--- config.mk ---
export PLATFORM = sky130hd
export DESIGN_NAME = rop_front
export DESIGN_NICKNAME = d
export VERILOG_FILES = /design/src/rtl/core/rop_pkg.sv /design/src/rtl/core/rop_front.sv
export SDC_FILE = /design/constraint.sdc
export NUM_CORES = 2
export LEC_CHECK = 0
export BUFFER_PORTS_ARGS = -buffer_cell sky130_fd_sc_hd__buf_2
export CAP_MARGIN = 10
export CORE_UTILIZATION = 45
export CTS_BUF_LIST = sky130_fd_sc_hd__clkbuf_8
export DETAILED_ROUTE_END_ITERATION = 6
export PLACE_DENSITY_LB_ADDON = 0.25
export SYNTH_ARGS = -nofsm -noshare
export SYNTH_HDL_FRONTEND = slang
export SYNTH_SLANG_ARGS = --single-unit
--- constraint.sdc ---
create_clock -name clock -period 15.1 [get_ports clock]
set_input_delay 0.755 -clock clock [delete_from_list [all_inputs] [get_ports clock]]
set_output_delay 0.755 -clock clock [all_outputs]
set_load 0.03 [all_outputs]
--- src/rtl/core/rop_pkg.sv ---
// Shared widths, constants and pipeline sideband type for the overlap force unit.
package rop_pkg;

   localparam int COORD_BITS = 16;
   localparam int FRAC_BITS  = 15;
   localparam int INDEX_BITS = 20;
   localparam int FORCE_BITS = 48;

   localparam int DIFF_BITS  = COORD_BITS + 2;             // signed doubled-center delta
   localparam int MAG_BITS   = COORD_BITS + 1;             // |delta|, signed extent
   localparam int AREA_BITS  = 2 * COORD_BITS;
   localparam int SQ_BITS    = 2 * MAG_BITS;
   localparam int LEN2_BITS  = SQ_BITS + 1;
   localparam int SQRT_STEPS = (LEN2_BITS + 2 * FRAC_BITS + 1) / 2;
   localparam int RAD_BITS   = 2 * SQRT_STEPS;
   localparam int REM_BITS   = SQRT_STEPS + 3;
   localparam int QUOT_BITS  = FRAC_BITS + 1;
   localparam int DIV_BITS   = SQRT_STEPS + FRAC_BITS;
   localparam int PROD_BITS  = AREA_BITS + QUOT_BITS;

   localparam int REQ_BITS       = 8 * COORD_BITS + 2 * INDEX_BITS;
   localparam int REQ_TDATA_BITS = ((REQ_BITS + 7) / 8) * 8;
   localparam int RSP_TDATA_BITS = ((2 * FORCE_BITS + 7) / 8) * 8;

   typedef struct packed {
      logic                 valid;
      logic                 live;      // distinct blocks with positive-area overlap
      logic                 coin;      // centers coincide
      logic                 a_lt_b;
      logic                 neg_x;
      logic                 neg_y;
      logic [AREA_BITS-1:0] area;
      logic [MAG_BITS-1:0]  adx;
      logic [MAG_BITS-1:0]  ady;
   } side_type;

endpackage

--- src/rtl/core/rop_front.sv ---
// Overlap extents, area, center deltas and squared distance (three stages).
module rop_front
   import rop_pkg::*;
(
   input  logic                  clock,
   input  logic                  reset,
   input  logic                  advance,
   input  logic                  in_valid,
   input  logic [COORD_BITS-1:0] a_llx,
   input  logic [COORD_BITS-1:0] a_lly,
   input  logic [COORD_BITS-1:0] a_urx,
   input  logic [COORD_BITS-1:0] a_ury,
   input  logic [COORD_BITS-1:0] b_llx,
   input  logic [COORD_BITS-1:0] b_lly,
   input  logic [COORD_BITS-1:0] b_urx,
   input  logic [COORD_BITS-1:0] b_ury,
   input  logic [INDEX_BITS-1:0] a_index,
   input  logic [INDEX_BITS-1:0] b_index,
   output side_type              side_o,
   output logic [LEN2_BITS-1:0]  len2_o
);

   // stage 1
   logic                        v1_ff, v1_in;
   logic                        dist_ff, dist_in;
   logic                        altb_ff, altb_in;
   logic signed [MAG_BITS-1:0]  w_ff, w_in, h_ff, h_in;
   logic signed [DIFF_BITS-1:0] dx_ff, dx_in, dy_ff, dy_in;

   logic [COORD_BITS-1:0] lx, ux, ly, uy;
   logic [MAG_BITS-1:0]   sax, sbx, say, sby;

   always_comb begin
      lx = (a_llx > b_llx) ? a_llx : b_llx;
      ux = (a_urx < b_urx) ? a_urx : b_urx;
      ly = (a_lly > b_lly) ? a_lly : b_lly;
      uy = (a_ury < b_ury) ? a_ury : b_ury;
      w_in = $signed({1'b0, ux}) - $signed({1'b0, lx});
      h_in = $signed({1'b0, uy}) - $signed({1'b0, ly});
      sax = {1'b0, a_llx} + {1'b0, a_urx};
      sbx = {1'b0, b_llx} + {1'b0, b_urx};
      say = {1'b0, a_lly} + {1'b0, a_ury};
      sby = {1'b0, b_lly} + {1'b0, b_ury};
      dx_in = $signed({1'b0, sax}) - $signed({1'b0, sbx});
      dy_in = $signed({1'b0, say}) - $signed({1'b0, sby});
      dist_in = (a_index != b_index);
      altb_in = (a_index < b_index);
      v1_in = in_valid;
   end

   always_ff @(posedge clock) begin
      if (advance) begin
         dist_ff <= dist_in;
         altb_ff <= altb_in;
         w_ff    <= w_in;
         h_ff    <= h_in;
         dx_ff   <= dx_in;
         dy_ff   <= dy_in;
      end
      if (reset) begin
         v1_ff <= 1'b0;
      end else if (advance) begin
         v1_ff <= v1_in;
      end
   end

   // stage 2: products
   side_type                side2_ff, side2_in;
   logic [SQ_BITS-1:0]      sqx_ff, sqx_in, sqy_ff, sqy_in;
   logic signed [DIFF_BITS-1:0] ndx, ndy;
   logic [DIFF_BITS-1:0]    abx, aby;

   always_comb begin
      ndx = -dx_ff;
      ndy = -dy_ff;
      abx = dx_ff[DIFF_BITS-1] ? ndx : dx_ff;
      aby = dy_ff[DIFF_BITS-1] ? ndy : dy_ff;
      side2_in.valid  = v1_ff;
      side2_in.live   = dist_ff && (w_ff > 0) && (h_ff > 0);
      side2_in.coin   = (dx_ff == 0) && (dy_ff == 0);
      side2_in.a_lt_b = altb_ff;
      side2_in.neg_x  = dx_ff[DIFF_BITS-1];
      side2_in.neg_y  = dy_ff[DIFF_BITS-1];
      side2_in.area   = w_ff[COORD_BITS-1:0] * h_ff[COORD_BITS-1:0];
      side2_in.adx    = abx[MAG_BITS-1:0];
      side2_in.ady    = aby[MAG_BITS-1:0];
      sqx_in = side2_in.adx * side2_in.adx;
      sqy_in = side2_in.ady * side2_in.ady;
   end

   always_ff @(posedge clock) begin
      if (advance) begin
         sqx_ff   <= sqx_in;
         sqy_ff   <= sqy_in;
      end
      if (reset) begin
         side2_ff <= '0;
      end else if (advance) begin
         side2_ff <= side2_in;
      end
   end

   // stage 3: squared length
   side_type             side3_ff;
   logic [LEN2_BITS-1:0] len2_ff, len2_in;

   assign len2_in = {1'b0, sqx_ff} + {1'b0, sqy_ff};

   always_ff @(posedge clock) begin
      if (advance) begin
         len2_ff  <= len2_in;
      end
      if (reset) begin
         side3_ff <= '0;
      end else if (advance) begin
         side3_ff <= side2_ff;
      end
   end

   assign side_o = side3_ff;
   assign len2_o = len2_ff;

endmodule

==> reports/qor.log <==
qor: status.outcome completed
qor: setup_path.cpPeakStageDelay 0.60 ns
qor: sta.worst_slew_pin_slew 1.07 ns
qor: cts.clk_root_buffer_cell clkbuf_8
qor: cts.cts.htree.levels 2
qor: logic_synthesis.synth_enable_flop_cells 173
qor: routing.routed.top_layer met5
qor: routing.post_drt_via_cell_ratio 5.22
qor: routing.drt.antenna.violating_nets 0
qor: logic_synthesis.ys_ff_latch 318
qor: logic_synthesis.yosys-top-cells-area fa_1 30%, ha_1 14%, edfxtp_1 12%
qor: logic_synthesis.syn-cell-area 0.0434 sq mm
qor: routing.route.layer.met1.wl 47700 um
qor: cts.ctsResizeCount 0
qor: sta.final.min_clock_period 9.16 ns
qor: cts.path_clk_slew 0.07 ns
qor: logic_synthesis.total_nets_after_synthesis 5883
qor: sta.setup_viol 0
qor: sta.fin_ws 5.94 ns
qor: logic_synthesis.most_instantiated_flip_flop_cell_in_the_synthesis_netlist edfxtp_1
qor: global_routing.initial_antenna_violation_count 21
qor: setup_path.most_frequent_cp_cell fa_1
qor: floorplan.die_area 0.0977 sq mm
qor: sta.max_clock_freq 109 MHz
qor: sta.timing.setup.tns 0 ns
qor: setup_path.timing_worst_setup_path_type reg2reg
qor: floorplan.rows 113
qor: routing.met3RoutedLength 8080 um
qor: logic_synthesis.synth.avg_cell_area 9.50 sq um
qor: floorplan.die_x 313 um
qor: cts.clock_path_buffers 3
qor: sta.final_max_slew_viol_count 0
qor: global_routing.global_route_wire_length_before_repair 178000 um
qor: setup_path.ff2ff_setup_slack 5.94 ns
qor: sta.rsz0062_at_grt no
qor: sta.skew 0.0400 ns
qor: job.max_cap_viol_count 0
qor: finish.final.fill_count 9008
qor: logic_synthesis.seq_area_frac_synth 18.7%
qor: setup_path.crit_arrival 9.61 ns
qor: placed_design.place_congestion 0.947
qor: cts.clock_tree_from_tritoncts done
qor: floorplan.initial_utilization 45.5%
qor: logic_synthesis.yosysWarningCount 0
qor: setup_path.crit_path_end_kind flop
qor: min_path.worst_hold_path_type in2reg
qor: setup_path.worst_path_required 15.56 ns
qor: sta.max_slew_margin 27.1%
qor: routing.drc_errors 0
qor: finish.fraction_of_layout_cells_with_a_size_suffix_above_1 9.38%
qor: floorplan.core-area 0.0953 sq mm
qor: global_routing.vias_in_the_first_global_route 33.1k
qor: finish.number_of_nets_in_the_layout 6123
qor: cts.insertion_delay 0.74 ns
qor: placed_design.placement.io_buffers 278
qor: global_routing.remaining_global_route_overflow 0
qor: setup_path.critical_path.slowest_cell clkinv_1
qor: sta.period_share 60.6%
qor: cts.numCtsBuffers 61
qor: floorplan.io_pins 279
qor: cts.holdBufCountCts 0
qor: global_routing.grt_usage 23.2%
qor: setup_path.path_max_fanout 12
qor: routing.route.final.wire_length 112000 um
qor: cts.clock-sinks 318
qor: sta.final_hold_viol_count 0
qor: cts.post_cts_buffers 0
qor: logic_synthesis.ys_top_cells_by_count 937 x inv_1, 642 x fa_1, 499 x ha_1, 433 x nand2_1, 350 x nor2_1
qor: logic_synthesis.yosysMostFrequentCell inv_1
qor: logic_synthesis.async_flop_share 0%
qor: floorplan.die_h 313 um
qor: logic_synthesis.synth_top_cell_area_share 29.6%
qor: setup_path.critical_path.startpoint_type flop
qor: logic_synthesis.synth_cell_types 84
qor: placed_design.hpwl 92000 um
qor: routing.drtIter0Drc 2107
qor: routing.met2_wirelength 52500 um
qor: routing.routed_wire_length_per_instance 18.2 um
qor: placed_design.dpl_worst_slack 6.04 ns
qor: routing.detail_route.first_pass.iterations 6
qor: routing.routed-via-count 32.0k
qor: logic_synthesis.cell_accounting_for_the_most_synthesized_area fa_1
qor: logic_synthesis.synth_cells 4570
qor: global_routing.pin_count_of_the_biggest_net_entering_global_routing 158
qor: finish.syn_to_final_growth 9.33%
-- cell usage in the layout (no fill, tap or decap), types with 13 or more instances in the layout --
| cell type | instances |
|---|---|
| and2_1 | 95 |
| nor2b_1 | 27 |
| buf_4 | 27 |
| nand2_1 | 433 |
| clkinv_1 | 17 |
| mux2i_1 | 138 |
| a21oi_1 | 139 |
| nor2_1 | 350 |
| o21ai_0 | 87 |
| mux2_2 | 23 |
| buf_2 | 276 |
| xnor2_1 | 140 |
| and3_1 | 20 |
| inv_1 | 952 |
| nor3_1 | 36 |
| nand3_1 | 42 |
| a21o_1 | 91 |
| dfxtp_1 | 145 |
| ha_1 | 499 |
| o31ai_1 | 15 |
| xor2_1 | 58 |
| nand4_1 | 27 |
| edfxtp_1 | 173 |
| or3_1 | 13 |
| o21bai_1 | 13 |
| a21boi_0 | 14 |
| o21a_1 | 30 |
| fa_1 | 642 |
| a31oi_1 | 19 |
| clkbuf_8 | 69 |
| a211oi_1 | 38 |
| nand2b_1 | 31 |
-- through the flow --
step                util (%)  hold slack [ns]  cells  instance area [sq um]
finish                  49.8            0.398   6135                  47400
global route            49.8            0.394   6125                  47400
CTS                     49.8            0.334   6124                  47400
detailed placement      48.4            0.455   6012                  46100
global placement        48.4            0.454   6012                  46100
floorplan                  -            0.421   4570                  43400
-- worst max-delay path, delay by kind of cell, from the launching register on --
| kind | cells | cell delay (ns) |
|---|---|---|
| XOR/XNOR | 2 | 0.55 |
| buffers and inverters | 6 | 1.19 |
| AND/OR/NAND/NOR | 4 | 1.08 |
| adder cells (fa/ha/maj) | 8 | 3.51 |
| AO/OA/AOI/OAI | 8 | 1.98 |
| flip-flops | 1 | 0.57 |
-- area by class of cell --
class,count,area (sq um),share of cell area (%)
Antenna cell,11,27.5,0.0580
Clock buffer,69,950,2.00
Clock inverter,43,324,0.683
Inverter,952,3570,7.53
Multi-Input combinational cell,3171,31300,65.9
Sequential cell,318,8100,17.1
Tap cell,1265,1580,3.34
Timing Repair Buffer,306,1630,3.44
-- metal layers --
metal | vias to the layer above | global-route usage, %
met5 | - | 0
met4 | 18 | 7.69
met3 | 195 | 4.39
met2 | 835 | 37.8
met1 | 15900 | 31.1
li1 | 15100 | -
-- final timing paths --
check,cells after the start,to,start
worst max-delay path,28,sqy_ff[32],dy_ff[0]
worst min-delay path,3,v1_ff,in_valid
worst min register to register,2,side2_ff[42],side2_ff[42]
worst max register to register,28,sqy_ff[32],dy_ff[0]
-- registers in the layout (all words and copies together), names as in the netlist --
register / count
dist_ff: 1
sqy_ff: 33
w_ff: 17
side_o: 72
altb_ff: 1
sqx_ff: 33
side2_ff: 72
len2_o: 35
h_ff: 17
dx_ff: 18
dy_ff: 18
v1_ff: 1
-- cell families (layout without fill, tap and decap cells) --
kind of cell	count (synthesis)	in the layout	share of synthesized area (%)
AOI/OAI and AO/OA	533	533	8.16
xor gates and xnor gates	204	204	4.21
adders and majority gates	1141	1141	44.0
buffers and inverters	1081	1370	9.38
DFF	318	318	18.7
muxes	169	169	3.99
other	0	11	0
and+or+nand+nor	1124	1124	11.6
Power is not shown: default switching activity piles up to over one toggle a cycle in this logic, so the estimate is an artifact.
